[src/hdl/length_checked_frame_receiver_macros.svh]
// Assertion macros shared by the frame receiver RTL.
`ifndef LENGTH_CHECKED_FRAME_RECEIVER_MACROS_SVH
`define LENGTH_CHECKED_FRAME_RECEIVER_MACROS_SVH

// Same-cycle implication, sampled on clk_i, off while rst_ni is low.
`define LCFR_ASSERT_NOW(label, ante, cons, msg) \
  label: assert property (@(posedge clk_i) disable iff (!rst_ni) (ante) |-> (cons)) \
    else $error(msg);

// Next-cycle implication, sampled on clk_i, off while rst_ni is low.
`define LCFR_ASSERT_NEXT(label, ante, cons, msg) \
  label: assert property (@(posedge clk_i) disable iff (!rst_ni) (ante) |=> (cons)) \
    else $error(msg);

`endif

[src/hdl/lcfr_pkg.sv]
// Shared constants, types and helpers of the frame receiver.
`default_nettype none

package lcfr_pkg;

  // Frame overhead: size byte, complement byte and checksum byte.
  localparam logic [7:0] OVERHEAD = 8'd3;
  localparam logic [7:0] ALL_ONES = 8'hFF;
  localparam logic [7:0] MAX_FRAME_SIZE_RST = 8'd255;

  // Event codes carried in the kind field of a result word.
  localparam logic [1:0] EV_PAYLOAD = 2'd0;
  localparam logic [1:0] EV_ACCEPT  = 2'd1;
  localparam logic [1:0] EV_REJECT  = 2'd2;

  // One result word.
  typedef struct packed {
    logic [1:0] kind;
    logic [7:0] data_byte;
    logic [7:0] byte_index;
    logic [7:0] frame_len;
  } lcfr_event_t;

  // A size byte may start a frame only inside [OVERHEAD, max_size).
  function automatic logic size_ok(input logic [7:0] s, input logic [7:0] max_size);
    return (s >= OVERHEAD) && (s < max_size);
  endfunction

endpackage

`default_nettype wire

[src/hdl/length_checked_frame_receiver.sv]
// A word taken into the input register is stepped by the deframer; any result
// is captured in the result register. Throughput: one word per cycle; the input
// register, the deframer step and the result register form a two-stage pipeline
// that stalls only on out_ready_i. Frame checks use 8-bit adds and compares.
// Reset (rst_ni low, asynchronous): pipeline empty, deframer idle, limit 255.
`default_nettype none

module length_checked_frame_receiver (
  input  wire logic       clk_i,
  input  wire logic       rst_ni,
  input  wire logic       cfg_we_i,
  input  wire logic [7:0] cfg_wdata_i,
  input  wire logic       in_valid_i,
  output logic            in_ready_o,
  input  wire logic [7:0] rx_data_i,
  output logic            out_valid_o,
  input  wire logic       out_ready_i,
  output logic [1:0]      event_kind_o,
  output logic [7:0]      data_byte_o,
  output logic [7:0]      byte_index_o,
  output logic [7:0]      frame_len_o
);
  import lcfr_pkg::*;

`include "length_checked_frame_receiver_macros.svh"

  logic [7:0]  max_frame_size_q;
  logic        in_valid_q;
  logic [7:0]  rx_q;
  logic        out_valid_q;
  lcfr_event_t out_q;
  logic        advance;
  logic        step;
  logic        res_valid;
  lcfr_event_t res;

  // The result register can take a new word when empty or being drained.
  assign advance    = !out_valid_q || out_ready_i;
  assign in_ready_o = !in_valid_q || advance;
  assign step       = in_valid_q && advance;

  // Configuration register.
  always_ff @(posedge clk_i or negedge rst_ni) begin
    if (!rst_ni) begin
      max_frame_size_q <= MAX_FRAME_SIZE_RST;
    end else if (cfg_we_i) begin
      max_frame_size_q <= cfg_wdata_i;
    end
  end

  // Input register.
  always_ff @(posedge clk_i or negedge rst_ni) begin
    if (!rst_ni) begin
      in_valid_q <= 1'b0;
    end else if (in_ready_o) begin
      in_valid_q <= in_valid_i;
    end
  end

  always_ff @(posedge clk_i) begin
    if (in_ready_o && in_valid_i) begin
      rx_q <= rx_data_i;
    end
  end

  lcfr_deframer u_deframer (
    .clk_i            (clk_i),
    .rst_ni           (rst_ni),
    .step_i           (step),
    .rx_data_i        (rx_q),
    .max_frame_size_i (max_frame_size_q),
    .res_valid_o      (res_valid),
    .res_o            (res)
  );

  // Result register.
  always_ff @(posedge clk_i or negedge rst_ni) begin
    if (!rst_ni) begin
      out_valid_q <= 1'b0;
    end else if (advance) begin
      out_valid_q <= step && res_valid;
    end
  end

  always_ff @(posedge clk_i) begin
    if (advance) begin
      out_q <= res;
    end
  end

  assign out_valid_o  = out_valid_q;
  assign event_kind_o = out_q.kind;
  assign data_byte_o  = out_q.data_byte;
  assign byte_index_o = out_q.byte_index;
  assign frame_len_o  = out_q.frame_len;

  // Result word consistency.
  `LCFR_ASSERT_NOW(a_kind_legal, out_valid_q,
                   (out_q.kind == EV_PAYLOAD) || (out_q.kind == EV_ACCEPT) ||
                   (out_q.kind == EV_REJECT), "illegal event kind")
  `LCFR_ASSERT_NOW(a_end_fields, out_valid_q && (out_q.kind != EV_PAYLOAD),
                   (out_q.data_byte == 8'd0) && (out_q.byte_index == 8'd0),
                   "frame end word carries payload fields")
  `LCFR_ASSERT_NOW(a_payload_fields, out_valid_q && (out_q.kind == EV_PAYLOAD),
                   out_q.frame_len == 8'd0, "payload word carries a length")
  `LCFR_ASSERT_NEXT(a_step_drains, in_valid_q && advance && !(in_ready_o && in_valid_i),
                    !in_valid_q, "processed word left in the input register")

endmodule

`default_nettype wire

[src/hdl/lcfr_deframer.sv]
// Deframer state and the combinational step for one received word.
`default_nettype none

module lcfr_deframer (
  input  wire logic               clk_i,
  input  wire logic               rst_ni,
  input  wire logic               step_i,
  input  wire logic [7:0]         rx_data_i,
  input  wire logic [7:0]         max_frame_size_i,
  output logic                    res_valid_o,
  output lcfr_pkg::lcfr_event_t   res_o
);
  import lcfr_pkg::*;

`include "length_checked_frame_receiver_macros.svh"

  localparam logic [1:0] PH_IDLE   = 2'd0;
  localparam logic [1:0] PH_CHECK  = 2'd1;
  localparam logic [1:0] PH_DATA   = 2'd2;
  localparam logic [1:0] PH_UNUSED = 2'd3;

  logic [1:0] phase_q, phase_d;
  logic [7:0] size_q, size_d;
  logic [7:0] sum_q, sum_d;
  logic [7:0] count_q, count_d;
  logic [7:0] payload_len;

  assign payload_len = size_q - OVERHEAD;

  // Next state and result for the word presented this cycle.
  always_comb begin
    phase_d     = phase_q;
    size_d      = size_q;
    sum_d       = sum_q;
    count_d     = count_q;
    res_valid_o = 1'b0;
    res_o       = '0;
    unique case (phase_q)
      PH_CHECK: begin
        if (((sum_q ^ rx_data_i) == ALL_ONES) && size_ok(sum_q, max_frame_size_i)) begin
          sum_d   = sum_q + rx_data_i;
          count_d = '0;
          phase_d = PH_DATA;
        end else begin
          // The failed check word becomes the next candidate size.
          sum_d  = rx_data_i;
          size_d = rx_data_i;
        end
      end
      PH_DATA: begin
        res_valid_o = 1'b1;
        if (count_q == payload_len) begin
          res_o.kind      = (sum_q == rx_data_i) ? EV_ACCEPT : EV_REJECT;
          res_o.frame_len = count_q;
          phase_d         = PH_IDLE;
        end else begin
          res_o.kind       = EV_PAYLOAD;
          res_o.data_byte  = rx_data_i;
          res_o.byte_index = count_q;
          sum_d            = sum_q + rx_data_i;
          count_d          = count_q + 8'd1;
        end
      end
      default: begin
        // Idle, and the unused code behaves as idle.
        phase_d = PH_IDLE;
        if (size_ok(rx_data_i, max_frame_size_i)) begin
          size_d  = rx_data_i;
          sum_d   = rx_data_i;
          phase_d = PH_CHECK;
        end
      end
    endcase
  end

  // State registers advance only when a word is processed.
  always_ff @(posedge clk_i or negedge rst_ni) begin
    if (!rst_ni) begin
      phase_q <= PH_IDLE;
      size_q  <= '0;
      sum_q   <= '0;
      count_q <= '0;
    end else if (step_i) begin
      phase_q <= phase_d;
      size_q  <= size_d;
      sum_q   <= sum_d;
      count_q <= count_d;
    end
  end

  // Consistency of the frame state.
  `LCFR_ASSERT_NOW(a_phase_used, 1'b1, phase_q != PH_UNUSED, "deframer reached unused phase")
  `LCFR_ASSERT_NOW(a_check_sum, phase_q == PH_CHECK, sum_q == size_q,
                   "candidate size and running sum disagree")
  `LCFR_ASSERT_NOW(a_count_bound, phase_q == PH_DATA, count_q <= payload_len,
                   "payload count ran past frame length")

endmodule

`default_nettype wire

[config.mk]
export PLATFORM = sky130hd
export DESIGN_NAME = length_checked_frame_receiver
export DESIGN_NICKNAME = d
export VERILOG_FILES = /design/src/hdl/lcfr_pkg.sv /design/src/hdl/length_checked_frame_receiver.sv /design/src/hdl/lcfr_deframer.sv
export VERILOG_INCLUDE_DIRS = /design/src /design/src/hdl
export SDC_FILE = /design/constraint.sdc
export NUM_CORES = 1
export LEC_CHECK = 0
export BUFFER_PORTS_ARGS = -buffer_cell sky130_fd_sc_hd__buf_2
export CORE_ASPECT_RATIO = 1.4
export CORE_UTILIZATION = 58
export CTS_CLUSTER_SIZE = 25
export DETAILED_ROUTE_END_ITERATION = 7
export PLACE_DENSITY = 0.88
export SLEW_MARGIN = 20
export SYNTH_ARGS = -nofsm -noshare
export SYNTH_HDL_FRONTEND = slang
export SYNTH_SLANG_ARGS = --single-unit
[constraint.sdc]
create_clock -name clk_i -period 3.55 [get_ports clk_i]
set_clock_uncertainty 0.1 [all_clocks]
set_input_delay 0.355 -clock clk_i [delete_from_list [all_inputs] [get_ports clk_i]]
set_output_delay 0.355 -clock clk_i [all_outputs]
set_load 0.005 [all_outputs]
==> results of run 1 <==
## sequential cells by signal, indices dropped and copies added, names as in the netlist
| name | flops |
|---|---|
| in_valid_q | 1 |
| data_byte_o | 8 |
| u_deframer.sum_q | 8 |
| u_deframer.phase_q | 2 |
| u_deframer.size_q | 8 |
| frame_len_o | 8 |
| u_deframer.count_q | 8 |
| max_frame_size_q | 8 |
| rx_q | 8 |
| byte_index_o | 8 |
| event_kind_o | 2 |
| out_valid_o | 1 |
## metrics by stage
step | setup slack [ps] | util, % | hold slack (ps)
final | 406.2 | 69.23 | 15.83
after detailed placement | 420.4 | 65.73 | 400.8
after floorplan | 832.8 | - | -40.59
after global routing | 262.9 | 69.23 | 62.39
after global placement | 535.7 | 65.73 | 386.2
after CTS | 452.4 | 69.23 | 37.08
## per-layer routing
metal	up-vias	GRT usage, %	share of wire, %
li1	1355	-	-
met1	1444	29.31	37
met2	126	49.26	53
met3	39	6.646	5.5
met4	0	17.23	4.9
met5	-	0	0
## Yosys cell counts (2+ instances only)
cell and number:
sky130_fd_sc_hd__and3_2 2, sky130_fd_sc_hd__a31oi_1 2, sky130_fd_sc_hd__nand2b_1 4, sky130_fd_sc_hd__edfxtp_1 34, sky130_fd_sc_hd__and3_1 17, sky130_fd_sc_hd__dfstp_2 8
sky130_fd_sc_hd__or2_2 2, sky130_fd_sc_hd__nand4_1 2, sky130_fd_sc_hd__and2_1 11, sky130_fd_sc_hd__a2111oi_0 2, sky130_fd_sc_hd__a21o_1 3, sky130_fd_sc_hd__nor4_1 7
sky130_fd_sc_hd__a211oi_1 3, sky130_fd_sc_hd__nand2_1 19, sky130_fd_sc_hd__a22o_1 8, sky130_fd_sc_hd__or2_1 2, sky130_fd_sc_hd__nor3_1 7, sky130_fd_sc_hd__nand3_1 8
sky130_fd_sc_hd__xor2_1 5, sky130_fd_sc_hd__mux2_4 8, sky130_fd_sc_hd__buf_6 2, sky130_fd_sc_hd__ha_1 25, sky130_fd_sc_hd__o21ai_0 16, sky130_fd_sc_hd__xnor2_1 8
sky130_fd_sc_hd__a211o_1 2, sky130_fd_sc_hd__nor2_1 10, sky130_fd_sc_hd__mux2_2 9, sky130_fd_sc_hd__inv_1 15, sky130_fd_sc_hd__or2b_2 2, sky130_fd_sc_hd__nand3b_1 5
sky130_fd_sc_hd__o21ai_2 2, sky130_fd_sc_hd__a21oi_1 12, sky130_fd_sc_hd__dfrtp_1 28, sky130_fd_sc_hd__o21bai_1 3, sky130_fd_sc_hd__clkbuf_1 7, sky130_fd_sc_hd__o211ai_1 3
sky130_fd_sc_hd__or4_1 2
## cells by family (layout without fill, tap and decap cells)
group                    Yosys count  after routing  share of synthesized area (%)
XOR/XNOR                          13             13                          2.949
AND/OR/NAND/NOR                  108            108                          16.01
adder cells (fa/ha/maj)           26             26                          8.620
flip-flops                        70             70                          50.03
AO/OA/AOI/OAI                     69             69                          12.90
multiplexers                      18             18                          6.027
buffers and inverters             27             86                          3.467
## area by class of cell
cell class | instances | area share, %
multi-input combinational | 234 | 40.92
sequential | 70 | 44.03
inverter | 15 | 1.283
clock buffer | 9 | 2.823
clock inverter | 7 | 2.224
timing repair buffer | 55 | 6.672
tap | 72 | 2.053
## cell usage in the layout (no fill, tap or decap), types with 8 or more instances in the layout
cell type                  count
sky130_fd_sc_hd__a21oi_1      12
sky130_fd_sc_hd__a22o_1        8
sky130_fd_sc_hd__and2_1       11
sky130_fd_sc_hd__and3_1       17
sky130_fd_sc_hd__buf_2        48
sky130_fd_sc_hd__clkbuf_8      9
sky130_fd_sc_hd__dfrtp_1      28
sky130_fd_sc_hd__dfstp_2       8
sky130_fd_sc_hd__edfxtp_1     34
sky130_fd_sc_hd__ha_1         25
sky130_fd_sc_hd__inv_1        15
sky130_fd_sc_hd__mux2_2        9
sky130_fd_sc_hd__mux2_4        8
sky130_fd_sc_hd__nand2_1      19
sky130_fd_sc_hd__nand3_1       8
sky130_fd_sc_hd__nor2_1       10
sky130_fd_sc_hd__o21ai_0      16
sky130_fd_sc_hd__xnor2_1       8
## worst paths after layout
path,endpoint,depth (start not counted),startpoint
min in group clk_i,rx_q[2],1,rx_data_i[2]
setup reg to reg,u_deframer.sum_q[1],8,u_deframer.size_q[0]
max in group asynchronous,u_deframer.sum_q[5],1,rst_ni
setup / recovery,u_deframer.sum_q[1],8,u_deframer.size_q[0]
hold / removal,u_deframer.sum_q[4],1,rst_ni
hold reg to reg,out_valid_o,2,in_valid_q
## where the power goes
part,internal [uW],leakage (uW),switching (uW)
Sequential,970,0.000839,167
Combinational,446,0.00111,486
Clock,398,0.000107,307
Total,1810,0.00205,960
==> report_table.html, run 1 <==
<table>
<tr><th>Metric</th><th>Value</th></tr>
<tr><th colspan="2">Drt</th></tr>
<tr><td>First-pass detailed-route iteration total</td><td>7</td></tr>
<tr><td>Antenna-violating nets left</td><td>0</td></tr>
<tr><td>Post-detailed-route via-to-cell ratio</td><td>6.416</td></tr>
<tr><td>Routed wirelength normalized by instance count</td><td>19.46 um</td></tr>
<tr><td>Post-route DRC violation count</td><td>4</td></tr>
<tr><td>Iter 0 DRT Violations</td><td>242</td></tr>
<tr><td>Total wire length</td><td>8.991 mm</td></tr>
<tr><td>Vias after detailed routing</td><td>roughly 3000</td></tr>
<tr><th colspan="2">Timing</th></tr>
<tr><td>Final setup violating endpoints</td><td>0</td></tr>
<tr><td>Worst Max-Slew Pin Slew</td><td>844.6 ps</td></tr>
<tr><td>Maximum clock frequency</td><td>0.3181 GHz</td></tr>
<tr><td>Period Utilization, post-route</td><td>88.56%</td></tr>
<tr><td>Final max-slew violation count</td><td>0</td></tr>
<tr><td>Setup repair after global routing missed its margin</td><td>no</td></tr>
<tr><td>Final hold violation count</td><td>0</td></tr>
<tr><td>Post-route minimum period</td><td>3144 ps</td></tr>
<tr><td>Normalized max-slew margin</td><td>43.69%</td></tr>
<tr><td>Setup total negative slack</td><td>0 ps</td></tr>
<tr><th colspan="2">Layout</th></tr>
<tr><td>NumNets Final</td><td>about 430</td></tr>
<tr><td>Layout cell share with drive strength beyond 1</td><td>28.46%</td></tr>
<tr><td>Number of filler cells placed in the layout</td><td>426</td></tr>
<tr><td>Combined flip-flop and latch cell area</td><td>a little under 2000 um^2</td></tr>
<tr><td>Diodes inserted</td><td>0</td></tr>
<tr><td>Layout-stage area growth over the synthesis result</td><td>13.64%</td></tr>
<tr><td>Area of the multi-input gates</td><td>1795 um^2</td></tr>
<tr><td>Final cell area excluding filler cells</td><td>4388 um^2</td></tr>
<tr><td>Finished Layout Cells</td><td>approximately 460</td></tr>
<tr><th colspan="2">Synthesis</th></tr>
<tr><td>Synthesis Warnings</td><td>0</td></tr>
<tr><td>Post-synth EDFFs</td><td>34</td></tr>
<tr><td>Dominant cells by area after synthesis</td><td>sky130_fd_sc_hd__edfxtp_1 (26%), sky130_fd_sc_hd__dfrtp_1 (18%), sky130_fd_sc_hd__ha_1 (8.1%)</td></tr>
<tr><td>Synthesized flop and latch total</td><td>70</td></tr>
<tr><td>Cell taking the most area after synthesis</td><td>sky130_fd_sc_hd__edfxtp_1</td></tr>
<tr><td>Post-Syn Area per Cell</td><td>11.67 um^2</td></tr>
<tr><td>Post-synth top area share</td><td>26.44%</td></tr>
<tr><td>Netlist Area Pre-Place</td><td>3861 um^2</td></tr>
<tr><td>Distinct cell type count of the synthesized netlist</td><td>63</td></tr>
<tr><td>Sequential share of the synthesized area</td><td>about half</td></tr>
<tr><td>Number of nets produced by synthesis</td><td>378</td></tr>
<tr><td>Cells after synthesis</td><td>331</td></tr>
<tr><td>Ys async rst share</td><td>51.43%</td></tr>
<tr><td>Post-synth top flop</td><td>sky130_fd_sc_hd__edfxtp_1</td></tr>
<tr><th colspan="2">Floorplanning</th></tr>
<tr><td>Height of the chip</td><td>98.54 um</td></tr>
<tr><td>Initial core utilization</td><td>60.92%</td></tr>
<tr><td>Die area</td><td>between 6000 and 7000 um^2</td></tr>
<tr><td>Die width</td><td>roughly 71 um</td></tr>
<tr><td>Top-level port count</td><td>49</td></tr>
<tr><td>Num rows</td><td>34</td></tr>
<tr><td>Standard cell core area</td><td>roughly 6300 um^2</td></tr>
<tr><th colspan="2">Setup path</th></tr>
<tr><td>Arrival time reported for the critical path endpoint</td><td>about 3300 ps</td></tr>
<tr><td>CP Max Fanout</td><td>14</td></tr>
<tr><td>Worst EP required</td><td>3670 ps</td></tr>
<tr><td>Buffers plus inverters on the worst setup path</td><td>0</td></tr>
<tr><td>Minimum setup slack among reg-to-reg paths</td><td>approximately 400 ps</td></tr>
<tr><td>Worst path cell trace</td><td>ha_1, or3_1, a211o_2, nor4_1, o2111a_2, or2_1, a21oi_4, mux2_4</td></tr>
<tr><td>Highest-delay cell along the critical path</td><td>sky130_fd_sc_hd__dfrtp_1</td></tr>
<tr><td>Delay-heaviest family, CP</td><td>simple AND/OR/NAND/NOR gates</td></tr>
<tr><td>CP Class</td><td>reg -&gt; reg</td></tr>
<tr><td>Startpoint type of the worst setup path</td><td>flop</td></tr>
<tr><td>Delay of the slowest cell on the worst path</td><td>450 ps</td></tr>
<tr><td>Nature of the critical path endpoint</td><td>flop</td></tr>
<tr><th colspan="2">Job</th></tr>
<tr><td>Number of max-cap violations</td><td>0</td></tr>
<tr><th colspan="2">Clock tree</th></tr>
<tr><td>Number of clock sinks</td><td>70</td></tr>
<tr><td>Clock insertion delay at the later pin of the skew report</td><td>around 340 ps</td></tr>
<tr><td>Number of buffers inserted by hold repair at cts</td><td>0</td></tr>
<tr><td>Clock tree from TritonCTS</td><td>built</td></tr>
<tr><td>Clock Pin Slew Worst Setup and Hold Paths</td><td>roughly 80 ps</td></tr>
<tr><td>Resize count post-CTS</td><td>0</td></tr>
<tr><td>Number of levels in the clock H-tree</td><td>3</td></tr>
<tr><td>Buffer type at the clock tree root</td><td>sky130_fd_sc_hd__clkbuf_8</td></tr>
<tr><td>CTS buffer count</td><td>9</td></tr>
<tr><td>Max clock buf depth</td><td>2</td></tr>
<tr><td>Setup repair bufs after CTS</td><td>0</td></tr>
<tr><th colspan="2">Placement</th></tr>
<tr><td>Half-perimeter wire length after placement</td><td>6.551 mm</td></tr>
<tr><td>Routability congestion estimate from global placement</td><td>0.9543</td></tr>
<tr><td>Placement-stage cell area</td><td>roughly 4200 um^2</td></tr>
<tr><td>Cells after DPL</td><td>about 450</td></tr>
<tr><td>Port Buffer Count</td><td>48</td></tr>
<tr><th colspan="2">Global routing</th></tr>
<tr><td>Number of global-route vias before repair</td><td>3075</td></tr>
<tr><td>GR Util All Layers</td><td>27.78%</td></tr>
<tr><td>Maximum number of pins on one net before global-route repair</td><td>37</td></tr>
<tr><td>Global-route wire length before repair</td><td>around 15 mm</td></tr>
<tr><td>Number of antenna violations at the first check in global routing</td><td>0</td></tr>
<tr><td>Final global-route overflow total</td><td>0</td></tr>
<tr><th colspan="2">Status</th></tr>
<tr><td>Status</td><td>finished, violations left</td></tr>
<tr><td>Violated checks</td><td>DRC</td></tr>
<tr><th colspan="2">Pwr</th></tr>
<tr><td>Total power</td><td>2774 uW</td></tr>
<tr><td>Pleak</td><td>roughly 0.0021 uW</td></tr>
<tr><td>Power Dens Cells</td><td>632.2 nW/um^2</td></tr>
<tr><td>Maximum vdd drop</td><td>405.9 uV</td></tr>
<tr><th colspan="2">Min path</th></tr>
<tr><td>Worst min path class</td><td>in -&gt; async</td></tr>
</table>
(Power assumes the default switching activity.)
==> run 2, diff against run 1 <==
--- a/config.mk
+++ b/config.mk
@@ -15,4 +15,5 @@
 export SLEW_MARGIN = 20
 export SYNTH_ARGS = -nofsm -noshare
 export SYNTH_HDL_FRONTEND = slang
+export SYNTH_HIERARCHICAL = 1
 export SYNTH_SLANG_ARGS = --single-unit
==> run 2 against run 1 <==
Effect of this change: the flow now finishes without violations; via count is the same; hold slack lost 8.6 ps; combinational power grew 1%; fmax shrank 6.9%; clock-buffer cell count is the same; core utilization shrank 1.4 points; sequential share of layout area shrank 0.67 points; synthesized area grew 1.6%; synthesized cell count grew 1.5%; register-to-register slack lost 230 ps; critical endpoint is now u_deframer/sum_q[7]; largest power group unchanged; highest routed layer unchanged.
==> report_table.html, run 2 <==
<table>
<tr><th>Metric</th><th>Value</th></tr>
<tr><th colspan="2">Status</th></tr>
<tr><td>Status</td><td>finished, final reports clean (was finished, violations left)</td></tr>
<tr><th colspan="2">Synthesis</th></tr>
<tr><td>Synthesis Warnings</td><td>6 (was 0)</td></tr>
<tr><td>Netlist Area Pre-Place</td><td>3923 um^2 (was 3861 um^2)</td></tr>
<tr><td>Sequential share of the synthesized area</td><td>49.25% (was 50.03%)</td></tr>
<tr><td>Post-synth top flop</td><td>sky130_fd_sc_hd__edfxtp_1 (unchanged)</td></tr>
<tr><td>Top cells by count, synth</td><td>sky130_fd_sc_hd__edfxtp_1 (34), sky130_fd_sc_hd__dfrtp_1 (28), sky130_fd_sc_hd__ha_1 (25) (unchanged)</td></tr>
<tr><td>Distinct cell type count of the synthesized netlist</td><td>72 (was 63)</td></tr>
<tr><td>Dominant cells by area after synthesis</td><td>sky130_fd_sc_hd__edfxtp_1 (26%), sky130_fd_sc_hd__dfrtp_1 (18%), sky130_fd_sc_hd__ha_1 (8.0%) (was sky130_fd_sc_hd__edfxtp_1 (26%), sky130_fd_sc_hd__dfrtp_1 (18%), sky130_fd_sc_hd__ha_1 (8.1%))</td></tr>
<tr><td>Post-synth EDFFs</td><td>34 (unchanged)</td></tr>
<tr><td>Most repeated cell in the gate-level netlist after synthesis</td><td>sky130_fd_sc_hd__edfxtp_1 (unchanged)</td></tr>
<tr><td>Ys async rst share</td><td>51.43% (unchanged)</td></tr>
<tr><td>Post-Syn Area per Cell</td><td>11.67 um^2 (about the same)</td></tr>
<tr><td>Cell taking the most area after synthesis</td><td>sky130_fd_sc_hd__edfxtp_1 (unchanged)</td></tr>
<tr><td>Cells after synthesis</td><td>336 (was 331)</td></tr>
<tr><td>Number of nets produced by synthesis</td><td>383 (was 378)</td></tr>
<tr><td>Synthesized flop and latch total</td><td>70 (unchanged)</td></tr>
<tr><td>Post-synth top area share</td><td>26.03% (was 26.44%)</td></tr>
<tr><th colspan="2">Setup path</th></tr>
<tr><td>Startpoint type of the worst setup path</td><td>flop (unchanged)</td></tr>
<tr><td>Last element of the critical path</td><td>u_deframer/sum_q[7] (was u_deframer.sum_q[1])</td></tr>
<tr><td>CP Class</td><td>reg -&gt; reg (unchanged)</td></tr>
<tr><td>Delay-heaviest family, CP</td><td>compound AO/OA/AOI/OAI gates (was simple AND/OR/NAND/NOR gates)</td></tr>
<tr><td>Buffers plus inverters on the worst setup path</td><td>1 (was 0)</td></tr>
<tr><td>Worst reg2reg path endpoint</td><td>u_deframer/sum_q[7] (was u_deframer.sum_q[1])</td></tr>
<tr><td>Nature of the critical path endpoint</td><td>flop (unchanged)</td></tr>
<tr><td>Highest-delay cell along the critical path</td><td>sky130_fd_sc_hd__a31oi_2 (was sky130_fd_sc_hd__dfrtp_1)</td></tr>
<tr><td>Minimum setup slack among reg-to-reg paths</td><td>170 ps (was 410 ps)</td></tr>
<tr><td>Worst setup startpoint</td><td>max_frame_size_q[6] (was u_deframer.size_q[0])</td></tr>
<tr><td>CP Max Fanout</td><td>17 (was 14)</td></tr>
<tr><td>Worst reg2reg path startpoint</td><td>max_frame_size_q[6] (was u_deframer.size_q[0])</td></tr>
<tr><td>Count of cell instances traversed by the critical path</td><td>9 (was 8)</td></tr>
<tr><td>Worst path cell trace</td><td>inv_1, ha_1, a21oi_1, a21boi_0, a2111oi_1, o31ai_1, a31oi_2, o22a_1, nand3_1 (was ha_1, or3_1, a211o_2, nor4_1, o2111a_2, or2_1, a21oi_4, mux2_4)</td></tr>
<tr><td>Worst EP required</td><td>3680 ps (was 3670 ps)</td></tr>
<tr><td>Worst R2R Path Depth</td><td>9 (was 8)</td></tr>
<tr><td>Arrival time reported for the critical path endpoint</td><td>3500 ps (was 3270 ps)</td></tr>
<tr><td>Delay of the slowest cell on the worst path</td><td>720 ps (was 450 ps)</td></tr>
<tr><th colspan="2">Pwr</th></tr>
<tr><td>Maximum vdd drop</td><td>520.9 uV (was 405.9 uV)</td></tr>
<tr><td>Switching power of the nets</td><td>1022 uW (was 960.4 uW)</td></tr>
<tr><td>Sequential Power Share</td><td>39.3% (was 41.0%)</td></tr>
<tr><td>Pleak</td><td>0.001983 uW (was 0.002055 uW)</td></tr>
<tr><td>Clk network pwr share</td><td>28.9% (was 25.4%)</td></tr>
<tr><td>Switching power share of the total</td><td>34.56% (was 34.62%)</td></tr>
<tr><td>Power Dens Cells</td><td>663.5 nW/um^2 (was 632.2 nW/um^2)</td></tr>
<tr><td>Total power</td><td>2956 uW (was 2774 uW)</td></tr>
<tr><td>Part of the total power dissipated in combinational logic</td><td>31.8% (was 33.6%)</td></tr>
<tr><td>Internal cell power</td><td>1935 uW (was 1814 uW)</td></tr>
<tr><th colspan="2">Global routing</th></tr>
<tr><td>GR Util All Layers</td><td>26.87% (was 27.78%)</td></tr>
<tr><td>Final global-route overflow total</td><td>0 (unchanged)</td></tr>
<tr><td>Number of antenna violations at the first check in global routing</td><td>0 (unchanged)</td></tr>
<tr><td>Maximum number of pins on one net before global-route repair</td><td>37 (unchanged)</td></tr>
<tr><td>Number of global-route vias before repair</td><td>3123 (was 3075)</td></tr>
<tr><td>Global-route wire length before repair</td><td>14.39 mm (was 14.74 mm)</td></tr>
<tr><th colspan="2">Timing</th></tr>
<tr><td>Setup repair after global routing missed its margin</td><td>no (unchanged)</td></tr>
<tr><td>Worst Max-Slew Pin Slew</td><td>883.4 ps (was 844.6 ps)</td></tr>
<tr><td>Final setup violating endpoints</td><td>0 (unchanged)</td></tr>
<tr><td>Post-route minimum period</td><td>3376 ps (was 3144 ps)</td></tr>
<tr><td>Normalized max-slew margin</td><td>40.92% (was 43.69%)</td></tr>
<tr><td>Hold Worst Slack</td><td>7.192 ps (was 15.83 ps)</td></tr>
<tr><td>Final max-slew violation count</td><td>0 (unchanged)</td></tr>
<tr><td>Final hold violation count</td><td>0 (unchanged)</td></tr>
<tr><td>Maximum clock frequency</td><td>0.2962 GHz (was 0.3181 GHz)</td></tr>
<tr><td>Period Utilization, post-route</td><td>95.11% (was 88.56%)</td></tr>
<tr><td>Setup total negative slack</td><td>0 ps (unchanged)</td></tr>
<tr><td>Final worst slack</td><td>173.7 ps (was 406.2 ps)</td></tr>
<tr><th colspan="2">Clock tree</th></tr>
<tr><td>Max clock buf depth</td><td>2 (unchanged)</td></tr>
<tr><td>CTS buffer count</td><td>9 (unchanged)</td></tr>
<tr><td>Buffer type at the clock tree root</td><td>sky130_fd_sc_hd__clkbuf_8 (unchanged)</td></tr>
<tr><td>Number of buffers inserted by hold repair at cts</td><td>0 (unchanged)</td></tr>
<tr><td>Setup repair bufs after CTS</td><td>0 (unchanged)</td></tr>
<tr><td>Resize count post-CTS</td><td>0 (unchanged)</td></tr>
<tr><td>Number of clock sinks</td><td>70 (unchanged)</td></tr>
<tr><td>Number of levels in the clock H-tree</td><td>3 (unchanged)</td></tr>
<tr><td>Clock Pin Slew Worst Setup and Hold Paths</td><td>80 ps (about the same)</td></tr>
<tr><td>Clock insertion delay at the later pin of the skew report</td><td>350 ps (was 340 ps)</td></tr>
<tr><td>Clock tree from TritonCTS</td><td>built (unchanged)</td></tr>
<tr><th colspan="2">Floorplanning</th></tr>
<tr><td>Num rows</td><td>35 (was 34)</td></tr>
<tr><td>Die area</td><td>7101 um^2 (was 6992 um^2)</td></tr>
<tr><td>Initial core utilization</td><td>59.71% (was 60.92%)</td></tr>
<tr><td>Top-level port count</td><td>49 (unchanged)</td></tr>
<tr><td>Die width</td><td>71.51 um (was 70.96 um)</td></tr>
<tr><td>Height of the chip</td><td>99.31 um (was 98.54 um)</td></tr>
<tr><td>Standard cell core area</td><td>6569 um^2 (was 6339 um^2)</td></tr>
<tr><th colspan="2">Layout</th></tr>
<tr><td>Diodes inserted</td><td>0 (unchanged)</td></tr>
<tr><td>Number of filler cells placed in the layout</td><td>489 (was 426)</td></tr>
<tr><td>NumNets Final</td><td>433 (was 432)</td></tr>
<tr><td>Most common library cell in the layout ignoring fill and taps</td><td>sky130_fd_sc_hd__buf_2 (unchanged)</td></tr>
<tr><td>Commonest non-fill, non-tap cells in the layout</td><td>sky130_fd_sc_hd__buf_2 (48), sky130_fd_sc_hd__edfxtp_1 (34), sky130_fd_sc_hd__dfrtp_1 (28) (unchanged)</td></tr>
<tr><td>Finished Layout Cells</td><td>465 (was 462)</td></tr>
<tr><td>Layout-stage area growth over the synthesis result</td><td>13.59% (was 13.64%)</td></tr>
<tr><td>Layout cell share with drive strength beyond 1</td><td>26.60% (was 28.46%)</td></tr>
<tr><th colspan="2">Drt</th></tr>
<tr><td>Routed wirelength normalized by instance count</td><td>18.92 um (was 19.46 um)</td></tr>
<tr><td>Post-detailed-route via-to-cell ratio</td><td>6.374 (was 6.416)</td></tr>
<tr><td>Total wire length</td><td>8.799 mm (was 8.991 mm)</td></tr>
<tr><td>Post-route DRC violation count</td><td>0 (was 4)</td></tr>
<tr><td>Antenna-violating nets left</td><td>0 (unchanged)</td></tr>
<tr><td>Vias after detailed routing</td><td>2964 (unchanged)</td></tr>
<tr><td>Iter 0 DRT Violations</td><td>266 (was 242)</td></tr>
<tr><td>First-pass detailed-route iteration total</td><td>4 (was 7)</td></tr>
<tr><th colspan="2">Placement</th></tr>
<tr><td>Post-placement worst setup slack</td><td>368.6 ps (was 420.4 ps)</td></tr>
<tr><td>Half-perimeter wire length after placement</td><td>6.162 mm (was 6.551 mm)</td></tr>
<tr><td>Routability congestion estimate from global placement</td><td>0.9990 (was 0.9543)</td></tr>
<tr><td>Cells after DPL</td><td>449 (was 446)</td></tr>
<tr><td>Port Buffer Count</td><td>48 (unchanged)</td></tr>
<tr><th colspan="2">Job</th></tr>
<tr><td>Number of max-cap violations</td><td>0 (unchanged)</td></tr>
<tr><th colspan="2">Min path</th></tr>
<tr><td>Worst min path class</td><td>in -&gt; async (unchanged)</td></tr>
</table>
-- run 2: cell count changes after synthesis, sizes merged, moves of 4 or more --
cell    before  now
nand3b       5    1
o21ai       18    8
nor3         7    3
nor2        10   18
a22o         9    1
a22oi        0    7
o311ai       1    5
and2        11   19
and3        19    9
-- run 2: worst reg2reg max path, delay by kind of cell, from the launching register on --
kind	cells	cell delay [ps]
DFF	1	540
adders and majority gates	1	330
buffers and inverters	1	60
AOI/OAI and AO/OA	6	2130
and+or+nand+nor	1	90
-- run 2: cell families after synthesis --
logic type / after synthesis / synth area share, %
DFF: 70 / 49.25
adders and majority gates: 26 / 8.485
AOI/OAI and AO/OA: 71 / 14.07
muxes: 18 / 5.869
and+or+nand+nor: 108 / 15.22
xor gates and xnor gates: 15 / 3.349
buffers and inverters: 28 / 3.764
-- run 2: worst min-delay path by stage --
stage	from	endpoint	cells after the start
after floorplan	rst_ni	in_valid_q	0
after global placement	rst_ni	u_deframer/size_q[7]	1
after detailed placement	rst_ni	u_deframer/size_q[7]	1
after CTS	rst_ni	u_deframer/sum_q[5]	1
after global routing	rst_ni	u_deframer/sum_q[6]	1
final	rst_ni	u_deframer/size_q[7]	1
-- run 2: layout make-up --
type,count,area (um^2),share of cell area (%)
clock buffer,9,123.9,2.780
clock inverter,7,145.1,3.258
inverter,17,63.81,1.432
multi-input combinational,238,1843,41.36
sequential,70,1932,43.36
tap,74,92.59,2.078
timing repair buffer,50,255.2,5.729
-- run 2: stage by stage --
| stage | cell area (um^2) | utilization, % |
|---|---|---|
| after floorplan | 3923 | - |
| after global placement | 4187 | 63.73 |
| after detailed placement | 4187 | 63.73 |
| after CTS | 4456 | 67.83 |
| after global routing | 4456 | 67.83 |
| final | 4456 | 67.83 |
-- run 2: power groups by stage --
stage	combinational (uW)	clock (uW)	sequential, uW
floorplan	737	0	1110
global placement	846	0	1150
detailed placement	898	0	1160
CTS	925	862	1150
global route	1020	899	1170
finish	941	854	1160
-- run 2: routing by layer --
metal,track usage [%],share of wire [%],routed length (um),vias to the layer above
li1,-,-,-,1362
met1,28.31,36,3132,1433
met2,48.06,55,4827,129
met3,4.357,4.8,425,40
met4,19.00,4.7,413,0
met5,0,0,0,-
==> run 3, diff against run 2 <==
==> constraint.sdc (replaced) <==
create_clock -name clk_i -period 3.55 [get_ports clk_i]
set_clock_uncertainty 0.1 [all_clocks]
set_input_delay 0.71 -clock clk_i [delete_from_list [all_inputs] [get_ports clk_i]]
set_output_delay 0.71 -clock clk_i [all_outputs]
set_load 0.005 [all_outputs]
==> run 3 against run 2 <==
Effect of this change: core utilization decreased by 0.97 points; register-to-register slack gained 190 ps; via count is 1.0% lower; sequential share of layout area increased by 0.63 points; sequential cell count unchanged; non-clock buffer count up 1; clock power down 26%; fmax increased by 6.0%; cell area is 1.4% lower; highest routed layer unchanged.
==> report_table.html, run 3 (synthesized netlist as in run 2, its figures left out) <==
<table>
<tr><th>Metric</th><th>Value</th></tr>
<tr><th colspan="2">Timing</th></tr>
<tr><td>Setup total negative slack</td><td>0 ps (unchanged)</td></tr>
<tr><td>Worst Max-Slew Pin Slew</td><td>828.5 ps (was 883.4 ps)</td></tr>
<tr><td>Normalized max-slew margin</td><td>44.77% (was 40.92%)</td></tr>
<tr><td>Final worst slack</td><td>364.3 ps (was 173.7 ps)</td></tr>
<tr><td>Post-route minimum period</td><td>3186 ps (was 3376 ps)</td></tr>
<tr><td>Final setup violating endpoints</td><td>0 (unchanged)</td></tr>
<tr><td>Setup repair after global routing missed its margin</td><td>no (unchanged)</td></tr>
<tr><td>Final max-slew violation count</td><td>0 (unchanged)</td></tr>
<tr><td>Period Utilization, post-route</td><td>89.74% (was 95.11%)</td></tr>
<tr><td>Maximum clock frequency</td><td>0.3139 GHz (was 0.2962 GHz)</td></tr>
<tr><td>Final hold violation count</td><td>0 (unchanged)</td></tr>
<tr><th colspan="2">Setup path</th></tr>
<tr><td>CP Max Fanout</td><td>13 (was 17)</td></tr>
<tr><td>Startpoint type of the worst setup path</td><td>flop (unchanged)</td></tr>
<tr><td>CP Class</td><td>reg -&gt; reg (unchanged)</td></tr>
<tr><td>Worst reg2reg path startpoint</td><td>rx_q[1] (was max_frame_size_q[6])</td></tr>
<tr><td>Worst R2R Path Depth</td><td>8 (was 9)</td></tr>
<tr><td>Arrival time reported for the critical path endpoint</td><td>3300 ps (was 3500 ps)</td></tr>
<tr><td>Minimum setup slack among reg-to-reg paths</td><td>360 ps (was 170 ps)</td></tr>
<tr><td>Worst reg2reg path endpoint</td><td>u_deframer/count_q[3] (was u_deframer/sum_q[7])</td></tr>
<tr><td>Nature of the critical path endpoint</td><td>flop (unchanged)</td></tr>
<tr><td>Worst EP required</td><td>3660 ps (was 3680 ps)</td></tr>
<tr><th colspan="2">Global routing</th></tr>
<tr><td>GR Util All Layers</td><td>25.85% (was 26.87%)</td></tr>
<tr><td>Final global-route overflow total</td><td>0 (unchanged)</td></tr>
<tr><td>Number of antenna violations at the first check in global routing</td><td>0 (unchanged)</td></tr>
<tr><td>Number of global-route vias before repair</td><td>2914 (was 3123)</td></tr>
<tr><td>Maximum number of pins on one net before global-route repair</td><td>37 (unchanged)</td></tr>
<tr><td>Global-route wire length before repair</td><td>13.59 mm (was 14.39 mm)</td></tr>
<tr><th colspan="2">Clock tree</th></tr>
<tr><td>Number of levels in the clock H-tree</td><td>3 (unchanged)</td></tr>
<tr><td>Number of clock sinks</td><td>70 (unchanged)</td></tr>
<tr><td>Buffer type at the clock tree root</td><td>sky130_fd_sc_hd__clkbuf_8 (unchanged)</td></tr>
<tr><td>CTS buffer count</td><td>9 (unchanged)</td></tr>
<tr><td>Max clock buf depth</td><td>2 (unchanged)</td></tr>
<tr><td>Resize count post-CTS</td><td>0 (unchanged)</td></tr>
<tr><td>Number of buffers inserted by hold repair at cts</td><td>0 (unchanged)</td></tr>
<tr><td>Clock tree from TritonCTS</td><td>built (unchanged)</td></tr>
<tr><td>Clock Pin Slew Worst Setup and Hold Paths</td><td>80 ps (about the same)</td></tr>
<tr><td>Setup repair bufs after CTS</td><td>0 (unchanged)</td></tr>
<tr><td>Clock insertion delay at the later pin of the skew report</td><td>350 ps (about the same)</td></tr>
<tr><th colspan="2">Pwr</th></tr>
<tr><td>Power Dens Cells</td><td>616.9 nW/um^2 (was 663.5 nW/um^2)</td></tr>
<tr><td>Pleak</td><td>0.001958 uW (was 0.001983 uW)</td></tr>
<tr><td>Maximum vdd drop</td><td>414.9 uV (was 520.9 uV)</td></tr>
<tr><th colspan="2">Floorplanning</th></tr>
<tr><td>Die width</td><td>71.51 um (unchanged)</td></tr>
<tr><td>Initial core utilization</td><td>59.71% (unchanged)</td></tr>
<tr><td>Die area</td><td>7101 um^2 (unchanged)</td></tr>
<tr><td>Standard cell core area</td><td>6569 um^2 (unchanged)</td></tr>
<tr><td>Height of the chip</td><td>99.31 um (unchanged)</td></tr>
<tr><td>Num rows</td><td>35 (unchanged)</td></tr>
<tr><td>Top-level port count</td><td>49 (unchanged)</td></tr>
<tr><th colspan="2">Drt</th></tr>
<tr><td>Antenna-violating nets left</td><td>0 (unchanged)</td></tr>
<tr><td>Vias after detailed routing</td><td>2934 (was 2964)</td></tr>
<tr><td>Routed wirelength normalized by instance count</td><td>17.90 um (was 18.92 um)</td></tr>
<tr><td>Total wire length</td><td>8.341 mm (was 8.799 mm)</td></tr>
<tr><td>Post-route DRC violation count</td><td>0 (unchanged)</td></tr>
<tr><td>Iter 0 DRT Violations</td><td>189 (was 266)</td></tr>
<tr><td>Post-detailed-route via-to-cell ratio</td><td>6.296 (was 6.374)</td></tr>
<tr><td>First-pass detailed-route iteration total</td><td>5 (was 4)</td></tr>
<tr><th colspan="2">Placement</th></tr>
<tr><td>Half-perimeter wire length after placement</td><td>6.061 mm (was 6.162 mm)</td></tr>
<tr><td>Port Buffer Count</td><td>48 (unchanged)</td></tr>
<tr><td>Placement-stage cell area</td><td>4194 um^2 (was 4187 um^2)</td></tr>
<tr><td>Cells after DPL</td><td>450 (was 449)</td></tr>
<tr><td>Routability congestion estimate from global placement</td><td>0.9314 (was 0.9990)</td></tr>
<tr><td>Post-placement worst setup slack</td><td>484.5 ps (was 368.6 ps)</td></tr>
<tr><th colspan="2">Layout</th></tr>
<tr><td>Final core utilization</td><td>66.86% (was 67.83%)</td></tr>
<tr><td>Commonest non-fill, non-tap cells in the layout</td><td>sky130_fd_sc_hd__buf_2 (48), sky130_fd_sc_hd__edfxtp_1 (34), sky130_fd_sc_hd__dfrtp_1 (28) (unchanged)</td></tr>
<tr><td>Finished Layout Cells</td><td>466 (was 465)</td></tr>
<tr><td>NumNets Final</td><td>434 (was 433)</td></tr>
<tr><td>Layout cell share with drive strength beyond 1</td><td>26.79% (was 26.60%)</td></tr>
<tr><td>Layout-stage area growth over the synthesis result</td><td>11.96% (was 13.59%)</td></tr>
<tr><td>Final cell area excluding filler cells</td><td>4392 um^2 (was 4456 um^2)</td></tr>
<tr><td>Most common library cell in the layout ignoring fill and taps</td><td>sky130_fd_sc_hd__buf_2 (unchanged)</td></tr>
<tr><td>Diodes inserted</td><td>0 (unchanged)</td></tr>
<tr><th colspan="2">Status</th></tr>
<tr><td>Status</td><td>finished, final reports clean (unchanged)</td></tr>
<tr><th colspan="2">Min path</th></tr>
<tr><td>Worst min path class</td><td>in -&gt; async (unchanged)</td></tr>
<tr><th colspan="2">Job</th></tr>
<tr><td>Number of max-cap violations</td><td>0 (unchanged)</td></tr>
</table>
[run 3: layer usage]
metal	up-vias	part of all wire [%]	track usage (%)	wire, um
li1	1371	-	-	-
met1	1392	37	26.54	3124
met2	137	53	45.57	4415
met3	34	4.6	5.370	384
met4	0	5.0	19.46	417
met5	-	0	0	0
[run 3: power breakdown]
group	leakage (uW)	switching, uW	internal (uW)
logic	0.00103	496	419
registers	0.000832	187	974
clock network	0.0000996	308	326
total	0.00196	990	1720
[run 3: critical path: stages (launching register included)]
cell and delay [ps]:
sky130_fd_sc_hd__edfxtp_1 550, sky130_fd_sc_hd__ha_1 410, sky130_fd_sc_hd__nand4_1 130, sky130_fd_sc_hd__a2111oi_0 370, sky130_fd_sc_hd__nand3_1 210, sky130_fd_sc_hd__o21ai_2 260
sky130_fd_sc_hd__nand2_1 300, sky130_fd_sc_hd__or3_1 390, sky130_fd_sc_hd__o311ai_0 320
[run 3: worst max-delay path by stage]
stage                     start                    end  slack (ps)  cells after the start
floorplan           out_ready_i  u_deframer/count_q[5]         780                      7
global placement        rx_q[1]  u_deframer/count_q[3]         570                      8
detailed placement      rx_q[1]  u_deframer/count_q[3]         480                      8
CTS                     rx_q[1]  u_deframer/count_q[3]         450                      8
global route            rx_q[1]  u_deframer/count_q[3]         240                      8
finish                  rx_q[1]  u_deframer/count_q[3]         360                      8
[run 3: area by class of cell]
class | instances | area (um^2)
Inverter | 17 | 63.81
Clock inverter | 7 | 73.82
Timing Repair Buffer | 51 | 262.8
Tap cell | 74 | 92.59
Clock buffer | 9 | 123.9
Fill cell | 477 | 2177
Sequential cell | 70 | 1932
Multi-Input combinational cell | 238 | 1843
[run 3: per-stage QoR]
stage | power [uW] | hold slack, ps
after floorplan | 1845 | 314.4
after global placement | 2022 | 390.0
after detailed placement | 2062 | 402.8
after CTS | 2703 | 374.2
after global routing | 2877 | 409.8
final | 2709 | 355.0
